--- src/rtl/qpn_pkg.sv ---
// Package for the normalized quaternion product block.
// Holds the format constants, the Hamilton sign table and the shared
// item types. It depends on nothing else.
`timescale 1ns / 1ps

package qpn_pkg;

  localparam int COMPONENT_BITS = 16;
  localparam int FRAC_BITS      = COMPONENT_BITS - 2;
  localparam int PROD_BITS      = 2 * COMPONENT_BITS;
  localparam int SUM_BITS       = 2 * COMPONENT_BITS + 2;
  localparam int MAG_BITS       = 2 * COMPONENT_BITS + 1;
  // Reduced magnitudes stay below 2^31, so their squared sum fits 64 bits.
  localparam int RED_BITS       = 31;
  localparam int MSQ_BITS       = 2 * RED_BITS + 2;
  localparam int QUO_BITS       = 2 * COMPONENT_BITS - 1;
  localparam int ROOT_BITS      = COMPONENT_BITS;
  localparam int SHIFT_BITS     = $clog2(MAG_BITS);
  localparam int MID_DEPTH      = 4;
  localparam int MID_PTR        = $clog2(MID_DEPTH);
  localparam int OUT_DEPTH      = 2;

  typedef logic signed [COMPONENT_BITS-1:0] comp_t;

  // One classified item: reduced component magnitudes with their signs.
  typedef struct packed {
    logic                         zero;
    logic [3:0]                   neg;
    logic [3:0][RED_BITS-1:0]     mag;
  } work_t;

  typedef struct packed {
    logic        zero;
    comp_t [3:0] comp;
  } result_t;

  // Component c of left*right sums left[k] * right[HAM_RI[c][k]],
  // subtracted where HAM_NEG is set.
  localparam logic [1:0] HAM_RI [4][4] = '{
    '{2'd0, 2'd1, 2'd2, 2'd3},
    '{2'd1, 2'd0, 2'd3, 2'd2},
    '{2'd2, 2'd3, 2'd0, 2'd1},
    '{2'd3, 2'd2, 2'd1, 2'd0}
  };

  localparam logic HAM_NEG [4][4] = '{
    '{1'b0, 1'b1, 1'b1, 1'b1},
    '{1'b0, 1'b0, 1'b0, 1'b1},
    '{1'b0, 1'b1, 1'b0, 1'b0},
    '{1'b0, 1'b0, 1'b1, 1'b0}
  };

endpackage

--- src/rtl/qpn_mid_queue.sv ---
// Short queue between the front and back parts of the product block.
// Holds classified work items. Uses qpn_pkg.
`timescale 1ns / 1ps

module qpn_mid_queue (
  input  logic            clk_i,
  input  logic            rst_ni,
  input  logic            wr_i,
  input  qpn_pkg::work_t  data_i,
  input  logic            rd_i,
  output qpn_pkg::work_t  data_o,
  output logic            nonempty_o,
  output logic            space_o
);
  import qpn_pkg::*;

  work_t              mem_q [MID_DEPTH];
  logic [MID_PTR-1:0] wptr_q, rptr_q;
  logic [MID_PTR:0]   cnt_q, cnt_d;

  always_comb begin
    unique case ({wr_i, rd_i})
      2'b10:   cnt_d = cnt_q + 1'b1;
      2'b01:   cnt_d = cnt_q - 1'b1;
      default: cnt_d = cnt_q;
    endcase
  end

  always_ff @(posedge clk_i or negedge rst_ni) begin
    if (!rst_ni) begin
      wptr_q <= '0;
      rptr_q <= '0;
      cnt_q  <= '0;
    end else begin
      if (wr_i) wptr_q <= wptr_q + 1'b1;
      if (rd_i) rptr_q <= rptr_q + 1'b1;
      cnt_q <= cnt_d;
    end
  end

  always_ff @(posedge clk_i) begin
    if (wr_i) mem_q[wptr_q] <= data_i;
  end

  assign data_o     = mem_q[rptr_q];
  assign nonempty_o = (cnt_q != '0);
  assign space_o    = (cnt_q != (MID_PTR+1)'(MID_DEPTH));

endmodule

--- config.mk ---
export PLATFORM = sky130hd
export DESIGN_NAME = qpn_mid_queue
export DESIGN_NICKNAME = d
export VERILOG_FILES = /design/src/rtl/qpn_pkg.sv /design/src/rtl/qpn_mid_queue.sv
export SDC_FILE = /design/constraint.sdc
export NUM_CORES = 1
export LEC_CHECK = 0
export BUFFER_PORTS_ARGS = -buffer_cell sky130_fd_sc_hd__buf_2
export CAP_MARGIN = 0
export CORE_ASPECT_RATIO = 0.5
export CORE_MARGIN = 1
export CORE_UTILIZATION = 30
export DETAILED_ROUTE_END_ITERATION = 6
export SETUP_SLACK_MARGIN = 0.4
export SLEW_MARGIN = 5
export SYNTH_ARGS = -nofsm -noshare
export SYNTH_HDL_FRONTEND = slang
export SYNTH_SLANG_ARGS = --single-unit
export TNS_END_PERCENT = 30
--- constraint.sdc ---
create_clock -name clk_i -period 5.8 [get_ports clk_i]
set_input_delay 0.58 -clock clk_i [delete_from_list [all_inputs] [get_ports clk_i]]
set_output_delay 0.58 -clock clk_i [all_outputs]
set_load 0.02 [all_outputs]
==> impl_results.rst, run 1 <==
.. list-table::
   :header-rows: 1

   * - Metric
     - Value
   * - Critical-path maximum fanout
     - 46
   * - Portion of the post-synthesis area used by sequential elements
     - ~82%
   * - Post-CTS sizing
     - 0
   * - Post-CTS Setup Bufs
     - 0
   * - Setup slack on the worst flop-to-flop path
     - just over 3 ns
   * - Min Clock Period, post-route
     - about 3.6 ns
   * - CTS tree
     - yes
   * - Normalized max-slew margin
     - a little over a quarter
   * - Switching power share of the total
     - 31.35%
   * - Share of cells above drive strength 1
     - a little under half
   * - Number of setup violations in the final report
     - 0
   * - Leading area contributor after synthesis
     - sky130_fd_sc_hd__edfxtp_1
   * - Total die area
     - approximately 64000 um^2
   * - Clock input transition at the sequential cells of the worst setup and hold paths
     - 0.06 ns
   * - Summed instance area of the synthesized netlist
     - 19010 um^2
   * - Number of nets still failing antenna checks after routing
     - 0
   * - Met3 usage in global routing
     - under 10%
   * - Seq pwr share
     - between 40% and 50%
   * - Leak Pwr
     - 7.701 nW
   * - Maximum buffer depth of the clock tree
     - 3
   * - Number of synthesized register bits
     - between 500 and 600
   * - Floorplan row count
     - 64
   * - Setup repair after global routing missed its margin
     - false
   * - Fin. Hold Viols
     - 0
   * - Count of input and output buffers
     - about 260
   * - Drc violations
     - 0
   * - Max Fclk
     - ~0.28 GHz
   * - Actual transition at the worst max-transition pin
     - 1.099 ns
   * - Number of detailed-routing iterations run before antenna repair
     - 4
   * - Net switching component of the power
     - between 3 and 4 mW
   * - Commonest register cell after synthesis
     - sky130_fd_sc_hd__edfxtp_1
   * - Detailed Place HPWL
     - around 24000 um
   * - Number of enable flip-flop cells after synthesis
     - ~520
   * - Synthesized net count
     - 850
   * - Max Slew Vio Count
     - 0
   * - Synth cell count leaders
     - sky130_fd_sc_hd__edfxtp_1 (516), sky130_fd_sc_hd__mux4_2 (129), sky130_fd_sc_hd__buf_2 (12)
   * - Final nets
     - ~1100
   * - Internal portion of total power
     - around 8.4 mW
   * - Vias in the first global route
     - roughly 9000
   * - IO Count
     - between 200 and 300
   * - Count of mapped cells out of synthesis
     - a little over 700
   * - Power density relative to cell area
     - about 530 nW/um^2
   * - Outcome
     - complete, no violations
   * - Most utilized layer in the global route result
     - met2
   * - Average cell area after synthesis
     - between 20 and 30 um^2
   * - Number of antenna violations at the first check in global routing
     - 4
   * - Via-per-instance ratio
     - 4.461
   * - Initial cell density of the core
     - between 30 and 40%
   * - Endpoint of the worst register-to-register path
     - mem_q[0][30]
   * - Final wirelength
     - ~39000 um
   * - Final-layout setup total negative slack
     - 0 ns
   * - Ranking of synthesized cells by area
     - sky130_fd_sc_hd__edfxtp_1 (82%), sky130_fd_sc_hd__mux4_2 (15%), sky130_fd_sc_hd__dfrtp_1 (0.92%), sky130_fd_sc_hd__buf_6 (0.65%), sky130_fd_sc_hd__ha_1 (0.33%)
   * - Clock latency on the worst-skew pair
     - 0.57 ns
   * - Fraction of met1 tracks used by global routing
     - 13.20%
   * - Core box area
     - between 60000 and 70000 um^2
   * - Worst min path class
     - in -> reg
   * - Horizontal die dimension
     - roughly 360 um
   * - CTS HTree Levels
     - 2
   * - Weighted congestion reported at the end of routability-driven placement
     - 0.7543
   * - Total CTS buffers
     - 50
   * - Critical path arrival
     - 2.98 ns
   * - Hold Path Depth
     - 1
   * - Crit. End Element
     - output pin
   * - Worst Min Path Start
     - data_i[79]
   * - Synth Warn #
     - 0
   * - Comb pwr share
     - 29.3%
   * - Die Span Y
     - 180.0 um
   * - Clock tree root buffer cell
     - sky130_fd_sc_hd__clkbuf_16
   * - MaxCap Viol Count
     - 0
   * - Initial DRC count
     - between 400 and 500
   * - Met2 capacity usage during global routing
     - 23.29%
   * - End point of the worst hold path
     - mem_q[0][79]
   * - IR drop worst, VDD
     - 0.2984 mV
   * - Global Route Usage Sum
     - a little under an eighth
   * - Via total after detailed routing
     - 8373
   * - Clock network fraction of total power
     - between 20 and 30%
   * - Data required time at the worst endpoint
     - 5.22 ns
   * - Worst hold-check slack
     - roughly 0.22 ns
   * - Area share of the leading cell type in the synthesized netlist
     - 81.52%
   * - Average detailed-routed wire length per instance
     - between 20 and 25 um
   * - R2r startpoint
     - wptr_q[0]
   * - Final cycle utilization of the critical path
     - between 60% and 70%
   * - Type of the setup path with the least slack
     - reg -> out
   * - Final worst clock skew
     - between 0.015 and 0.02 ns
   * - Logic depth of the worst register-to-register path
     - 4
   * - Number of distinct library cells after synthesis
     - 19
   * - Area added between synthesis and finish
     - 20.98%
   * - Total global routing overflow
     - 0
   * - Library cell with the highest instance count after synthesis
     - sky130_fd_sc_hd__edfxtp_1
   * - Maximum number of pins on one net before global-route repair
     - 70
   * - Startpoint type of the worst setup path
     - register
   * - Sink count of the clock tree
     - 523
   * - Share of async-settable or async-resettable flops after synthesis
     - under 10%
   * - First-pass GRT wire length
     - a little under 60000 um
stage by stage:
stage	setup WS, ns	power [mW]	util (%)	std cells	cell area (um^2)
2_1_floorplan	1.716	7.854	-	711	19010
3_3_place_gp	2.701	8.996	34.36	1781	21270
3_5_place_dp	2.686	9.067	34.36	1781	21270
4_1_cts	2.086	12.42	37.14	1873	22990
5_1_grt	1.966	12.72	37.15	1877	23000
6_report	2.236	12.22	37.15	1877	23000
cells in the final DEF (no fill, tap or decap), types with 2 or more instances in the layout:
master	synthesis	routed
sky130_fd_sc_hd__nand2_1	3	3
sky130_fd_sc_hd__ha_1	5	5
sky130_fd_sc_hd__dfrtp_4	0	2
sky130_fd_sc_hd__clkbuf_16	0	51
sky130_fd_sc_hd__clkinv_1	0	15
sky130_fd_sc_hd__inv_1	6	6
sky130_fd_sc_hd__buf_12	0	2
sky130_fd_sc_hd__dfrtp_1	7	5
sky130_fd_sc_hd__o21ai_0	2	2
sky130_fd_sc_hd__and2_4	0	4
sky130_fd_sc_hd__xnor2_1	2	2
sky130_fd_sc_hd__xor2_1	4	4
sky130_fd_sc_hd__bufinv_16	0	9
sky130_fd_sc_hd__clkbuf_1	1	5
sky130_fd_sc_hd__diode_2	0	4
sky130_fd_sc_hd__buf_4	2	9
sky130_fd_sc_hd__clkinv_8	0	2
sky130_fd_sc_hd__edfxtp_1	516	516
sky130_fd_sc_hd__mux4_2	129	129
sky130_fd_sc_hd__buf_2	12	263
sky130_fd_sc_hd__clkinv_2	0	6
flip-flops by register name (all words and copies together), names as in the netlist:
signal and cells:
mem_q 516, cnt_q 3, rptr_q 2, wptr_q 2
cell families after synthesis:
family / synth area share (%)
adder cells (fa/ha/maj): 0.4344
AO/OA/AOI/OAI: 0.05266
buffers and inverters: 1.244
flip-flops: 82.44
XOR/XNOR: 0.2765
multiplexers: 15.28
AND/OR/NAND/NOR: 0.2698
repair_timing:
item / 4_1_cts / 5_1_grt
endpoints found under the hold margin: 7 / 0
setup endpoints to repair: 0 / 0
hold buffers: 1 / 0
area by class of cell:
class | instances | area [um^2]
Timing Repair Buffer | 275 | 1434
Multi-Input combinational cell | 153 | 3112
Fill cell | 5562 | 38900
Inverter | 6 | 22.52
Antenna cell | 4 | 10.01
Clock buffer | 56 | 1295
Sequential cell | 523 | 15680
Tap cell | 825 | 1032
Clock inverter | 35 | 414.1
metal layers:
metal	vias up	routed length [um]
li1	3685	-
met2	118	22820
met5	-	0
met1	4512	14240
met3	58	913
met4	0	786
worst max path at each step:
| stage | startpoint | endpoint | cells after the start |
|---|---|---|---|
| global placement | rptr_q[0] | data_o[3] | 3 |
| floorplan | wptr_q[0] | mem_q[0][0] | 3 |
| CTS | rptr_q[0] | data_o[3] | 3 |
| global route | rptr_q[0] | data_o[95] | 3 |
| finish | rptr_q[0] | data_o[95] | 3 |
| detailed placement | rptr_q[0] | data_o[3] | 3 |
power groups by stage:
stage                     Combinational [mW]  Sequential, mW  Clock [mW]
after floorplan                         2.65            5.20           0
after global placement                  3.65            5.34           0
after detailed placement                3.68            5.39           0
after CTS                               3.68            5.31        3.43
after global routing                    3.78            5.37        3.57
final                                   3.58            5.29        3.36
critical path, cell delays in order (launching register included):
cell,delay (ns)
sky130_fd_sc_hd__dfrtp_4,1.05
sky130_fd_sc_hd__buf_4,0.57
sky130_fd_sc_hd__mux4_2,0.58
sky130_fd_sc_hd__buf_2,0.18
Note: power is estimated with default switching activity, not from simulation.
==> run 2: changes to the inputs <==
==> constraint.sdc (replaced) <==
create_clock -name clk_i -period 3.4 [get_ports clk_i]
set_input_delay 0.34 -clock clk_i [delete_from_list [all_inputs] [get_ports clk_i]]
set_output_delay 0.34 -clock clk_i [all_outputs]
set_load 0.02 [all_outputs]
==> run 2 against run 1 <==
Compared with the run above: critical path depth stayed put; highest routed layer unchanged; non-clock buffer count is 132 higher; clock power is 52% higher; worst hold slack worse by 0.18 ns; final area is 5.2% higher; setup slack worse by 1.6 ns.
==> impl_results.rst, run 2 (synthesis gave the netlist of run 1 again) <==
.. list-table::
   :header-rows: 1

   * - Metric
     - Value
   * - Clock latency on the worst-skew pair
     - approximately 0.56 ns
   * - CTS HTree Levels
     - 2
   * - Clock tree root buffer cell
     - sky130_fd_sc_hd__clkbuf_16
   * - IO Count
     - roughly 260
   * - Die Span Y
     - approximately 180 um
   * - Actual transition at the worst max-transition pin
     - about 0.96 ns
   * - Inst Count DP
     - about 1800
   * - Minimum setup slack in the final design
     - approximately 0.66 ns
   * - Global Route Usage Sum
     - 11.92%
   * - First-pass GRT wire length
     - between 50000 and 60000 um
   * - Max Fclk
     - 0.3650 GHz
   * - Via total after detailed routing
     - roughly 9000
   * - Final nets
     - 1280
   * - Sink count of the clock tree
     - between 500 and 600
   * - Cells along the critical path
     - buf_4 > mux4_2 > buf_2
   * - Area used by multi-input combinational logic
     - 3112 um^2
   * - Critical-path maximum fanout
     - 63
   * - Maximum number of pins on one net before global-route repair
     - 68
   * - Area of all sequential standard cells
     - between 15000 and 20000 um^2
   * - Max Slew Vio Count
     - 0
   * - Worst slack at placement
     - 1.207 ns
   * - Leak Pwr
     - approximately 8.2 nW
   * - Slowest stage cell, crit path
     - sky130_fd_sc_hd__buf_4
   * - Fin. Hold Viols
     - 0
   * - Total CTS buffers
     - 50
   * - Share of cells above drive strength 1
     - 40.53%
   * - Total die area
     - 64430 um^2
   * - Weighted congestion reported at the end of routability-driven placement
     - about 0.72
   * - Average detailed-routed wire length per instance
     - between 15 and 20 um
   * - Final worst clock skew
     - ~0.010 ns
   * - CTS tree
     - yes
   * - Post-CTS Setup Bufs
     - 0
   * - Filler cells
     - 5471
   * - Drc violations
     - 0
   * - Vias in the first global route
     - approximately 9800
   * - Most common cell after layout, fill and taps aside
     - sky130_fd_sc_hd__edfxtp_1
   * - Count of placed standard cells in the final layout, fillers left out
     - ~2000
   * - Worst min path class
     - in -> reg
   * - Slowest cell delay on critical path
     - between 0.7 and 0.8 ns
   * - Area added between synthesis and finish
     - 27.29%
   * - IR drop worst, VDD
     - between 0.5 and 0.6 mV
   * - Logic depth of the worst register-to-register path
     - 4
   * - Crit. End Element
     - output pin
   * - Highest-count cells in the layout ignoring fill and taps
     - sky130_fd_sc_hd__edfxtp_1 (516), sky130_fd_sc_hd__buf_2 (263), sky130_fd_sc_hd__mux4_2 (129), sky130_fd_sc_hd__dlygate4sd3_1 (129), sky130_fd_sc_hd__clkbuf_16 (53)
   * - Initial DRC count
     - between 500 and 600
   * - Min Clock Period, post-route
     - 2.739 ns
   * - Type of the setup path with the least slack
     - reg -> out
   * - Core box area
     - ~62000 um^2
   * - Via-per-instance ratio
     - around 4.4
   * - Startpoint type of the worst setup path
     - register
   * - Number of nets still failing antenna checks after routing
     - 0
   * - Number of setup violations in the final report
     - 0
   * - Data required time at the worst endpoint
     - roughly 3.1 ns
   * - Normalized max-slew margin
     - 35.70%
   * - Final wirelength
     - 38540 um
   * - Clock input transition at the sequential cells of the worst setup and hold paths
     - approximately 0.06 ns
   * - Worst hold-check slack
     - between 0.04 and 0.05 ns
   * - Detailed Place HPWL
     - roughly 24000 um
   * - Count of input and output buffers
     - about 260
   * - Setup slack on the worst flop-to-flop path
     - 1.32 ns
   * - Number of detailed-routing iterations run before antenna repair
     - 4
   * - Total global routing overflow
     - 0
   * - Hold Path Depth
     - 1
   * - Final-layout setup total negative slack
     - 0 ns
   * - Total Power
     - 20.45 mW
   * - Floorplan row count
     - 64
   * - Max FFs per register
     - between 500 and 600
   * - Critical path arrival
     - roughly 2.4 ns
   * - Initial cell density of the core
     - between 30 and 40%
   * - Maximum buffer depth of the clock tree
     - 3
   * - Outcome
     - complete, no violations
   * - Setup repair after global routing missed its margin
     - false
   * - Horizontal die dimension
     - between 300 and 400 um
   * - Power density relative to cell area
     - between 800 and 900 nW/um^2
   * - Top Registers
     - mem_q (516), cnt_q (3)
   * - Final cycle utilization of the critical path
     - between 80% and 90%
   * - Register ranked first by flip-flop count
     - mem_q
   * - Number of antenna violations at the first check in global routing
     - 2
   * - MaxCap Viol Count
     - 0
==> run 2: path summary, 6_finish.rpt <==
path,startpoint,to
max,rptr_q[1],data_o[126]
min,data_i[119],mem_q[2][119]
max reg2reg,wptr_q[0],mem_q[2][69]
min reg2reg,cnt_q[0],cnt_q[0]
max in group asynchronous,rst_ni,rptr_q[0]
min in group asynchronous,rst_ni,wptr_q[1]
==> run 2: repair_timing <==
item	4_1_cts	5_1_grt
gates resized for setup	0	0
endpoints found under the setup margin	0	0
hold buffers	129	0
endpoints found under the hold margin	513	0
==> run 2: power breakdown <==
part           internal, mW  leakage, nW  switching, mW
Sequential             8.43         4.82          0.258
Combinational          2.65         2.63           3.99
Clock                  2.90        0.731           2.22
==> run 2: per-stage QoR <==
| stage | util, % | cell area (um^2) |
|---|---|---|
| finish | 39.09 | 24200 |
| global route | 39.09 | 24200 |
| CTS | 39.08 | 24190 |
| detailed placement | 34.57 | 21400 |
| global placement | 34.57 | 21400 |
| floorplan | - | 19010 |
==> run 2: area by class of cell <==
class	instances	area share [%]
multi-input cells	153	12.86
inverters	6	0.09308
diodes	2	0.02068
well taps	825	4.266
clock inverters	22	0.5223
repair buffers	407	11.76
flip-flops and latches	523	64.79
clock buffers	66	5.683
==> run 2: worst max-delay path: cells and delay by family (launching register included) <==
family	cells	cell delay (ns)
muxes	1	0.45
buffers and inverters	2	0.89
DFF	1	0.42
==> run 2: metal layers <==
layer / global-route usage (%) / up-vias / routed length [um]
met5: 0 / - / 0
met4: 4.306 / 0 / 1183
met3: 1.980 / 66 / 1121
met1: 12.92 / 4694 / 13930
met2: 23.03 / 134 / 22310
li1: - / 3939 / -
==> run 3: changes to the inputs <==
==> constraint.sdc (replaced) <==
create_clock -name clk_i -period 2.68 [get_ports clk_i]
set_input_delay 0.268 -clock clk_i [delete_from_list [all_inputs] [get_ports clk_i]]
set_output_delay 0.268 -clock clk_i [all_outputs]
set_load 0.02 [all_outputs]
==> run 3 against run 2 <==
Compared with the run above: register-to-register slack got worse by 0.52 ns; sequential cell count is the same; total power increased by 32%; count of clock-buffer cells in the layout is 2 higher; sequential share of layout area is 1.8 points lower; combinational power is 43% higher; largest cell class unchanged; via count increased by 2.1%; critical endpoint is now data_o[75]; worst hold slack improved by 0.079 ns; largest power group unchanged.
==> impl_results.rst, run 3 (synthesis gave the netlist of run 1 again) <==
.. list-table::
   :header-rows: 1

   * - Metric
     - Value
   * - Share of cells above drive strength 1
     - a little over two fifths
   * - Max FFs per register
     - 516
   * - Most common cell after layout, fill and taps aside
     - sky130_fd_sc_hd__edfxtp_1
   * - Number of setup violations in the final report
     - 0
   * - Total global routing overflow
     - 0
   * - Post-Place Cell Area
     - 21730 um^2
   * - Maximum buffer depth of the clock tree
     - 3
   * - Data required time at the worst endpoint
     - 2.41 ns
   * - Final-layout setup total negative slack
     - 0 ns
   * - Filler cells
     - 5380
   * - MaxCap Viol Count
     - 0
   * - CTS tree
     - yes
   * - Core box area
     - between 60000 and 70000 um^2
   * - Register ranked first by flip-flop count
     - mem_q
   * - Total die area
     - 64430 um^2
   * - Max Slew Vio Count
     - 0
   * - Total CTS buffers
     - a little under 50
   * - Number of nets still failing antenna checks after routing
     - 0
   * - Clock latency on the worst-skew pair
     - approximately 0.56 ns
   * - Weighted congestion reported at the end of routability-driven placement
     - 0.7241
   * - Area added between synthesis and finish
     - 30.88%
   * - Drc violations
     - 0
   * - Die Span Y
     - 180.0 um
   * - Normalized max-slew margin
     - between 50% and 60%
   * - Critical path arrival
     - 2.11 ns
   * - Final wirelength
     - 40690 um
   * - Worst min path class
     - in -> async
   * - Crit. End Element
     - output pin
   * - CTS HTree Levels
     - 2
   * - Average detailed-routed wire length per instance
     - about 20 um
   * - Logic depth of the worst register-to-register path
     - 4
   * - Maximum number of pins on one net before global-route repair
     - 47
   * - Initial cell density of the core
     - 30.71%
   * - Global Route Usage Sum
     - around an eighth
   * - Initial DRC count
     - approximately 510
   * - Area of all placed cells without fillers
     - about 25000 um^2
   * - Horizontal die dimension
     - around 360 um
   * - Worst hold-check slack
     - approximately 0.12 ns
   * - Via total after detailed routing
     - roughly 9000
   * - Power density relative to cell area
     - around 1100 nW/um^2
   * - Max Fclk
     - 0.4201 GHz
   * - Final cycle utilization of the critical path
     - between 80% and 90%
   * - Highest-count cells in the layout ignoring fill and taps
     - sky130_fd_sc_hd__edfxtp_1 (516), sky130_fd_sc_hd__buf_2 (253), sky130_fd_sc_hd__dlygate4sd3_1 (132), sky130_fd_sc_hd__mux4_2 (129), sky130_fd_sc_hd__clkbuf_16 (56)
   * - Fin. Hold Viols
     - 0
   * - Setup repair after global routing missed its margin
     - true
   * - Number of antenna violations at the first check in global routing
     - 1
   * - Top Registers
     - mem_q (516), cnt_q (3)
   * - Sink count of the clock tree
     - around 520
   * - IR drop worst, VDD
     - around 0.6 mV
   * - Outcome
     - complete, no violations
   * - First-pass GRT wire length
     - a little over 60000 um
   * - Clock input transition at the sequential cells of the worst setup and hold paths
     - around 0.06 ns
   * - Final nets
     - approximately 1300
   * - Count of input and output buffers
     - about 260
   * - Startpoint type of the worst setup path
     - register
   * - Final worst clock skew
     - about 0.013 ns
   * - Clock tree root buffer cell
     - sky130_fd_sc_hd__clkbuf_16
   * - Core occupancy in the finished layout
     - 40.19%
   * - Number of detailed-routing iterations run before antenna repair
     - 6
   * - IO Count
     - approximately 260
   * - Floorplan row count
     - 64
   * - Vias in the first global route
     - 9963
   * - Actual transition at the worst max-transition pin
     - between 0.6 and 0.7 ns
   * - Min Clock Period, post-route
     - ~2.4 ns
   * - Type of the setup path with the least slack
     - reg -> out
   * - Leak Pwr
     - about 8.5 nW
   * - Via-per-instance ratio
     - around 4.4
   * - Critical-path maximum fanout
     - 15
   * - Detailed Place HPWL
     - about 26000 um
## run 3: layer usage
metal,global-route usage (%),wire (um),up-vias,part of all wire (%)
met5,0,0,-,0
met4,3.660,923,0,2.3
met3,1.635,937,67,2.3
met2,24.62,24190,119,59
met1,13.66,14640,4815,36
li1,-,-,4020,-
## run 3: path summary, 6_finish.rpt
kind	start	slack [ns]	endpoint
worst min register to register	cnt_q[0]	0.50	cnt_q[0]
worst max-delay path	rptr_q[0]	0.30	data_o[75]
worst min-delay path	rst_ni	0.12	rptr_q[1]
max in group asynchronous	rst_ni	2.38	rptr_q[0]
worst max register to register	wptr_q[0]	0.80	mem_q[2][128]
min in group clk_i	data_i[86]	0.46	mem_q[3][86]
## run 3: where the power goes
group / total (mW) / switching, mW / internal, mW
logic: 9.52 / 5.35 / 4.17
registers: 11.1 / 0.383 / 10.7
clock network: 6.45 / 2.78 / 3.68
total: 27.0 / 8.51 / 18.5
## run 3: what timing repair did
item	CTS	global route
setup buffers	6	2
hold endpoints to repair	527	0
cloned	1	5
resized for setup	3	30
endpoints found under the setup margin	129	129
hold buffers	132	0
## run 3: cell type report
class | instances | area [um^2] | share of cell area, %
clock inverters | 20 | 147.6 | 0.5934
clock buffers | 68 | 1340 | 5.386
inverters | 6 | 22.52 | 0.09052
flip-flops and latches | 523 | 15680 | 63.02
diodes | 1 | 2.502 | 0.01006
repair buffers | 446 | 3545 | 14.25
well taps | 825 | 1032 | 4.149
multi-input cells | 153 | 3112 | 12.51
## run 3: worst max-delay path, stage by stage (launching register included)
cell                      delay (ns)
sky130_fd_sc_hd__dfrtp_4        0.47
sky130_fd_sc_hd__buf_12         0.18
sky130_fd_sc_hd__buf_16         0.18
sky130_fd_sc_hd__mux4_2         0.53
sky130_fd_sc_hd__buf_2          0.18
## run 3: per-stage QoR
| step | worst slack [ns] | power [mW] | instances |
|---|---|---|---|
| finish | 0.2997 | 27.04 | 2042 |
| global route | 0.2437 | 28.12 | 2042 |
| CTS | 0.2576 | 27.03 | 2034 |
| detailed placement | 0.5671 | 20.16 | 1807 |
| global placement | 0.5741 | 19.96 | 1807 |
| floorplan | 0.05486 | 16.86 | 711 |
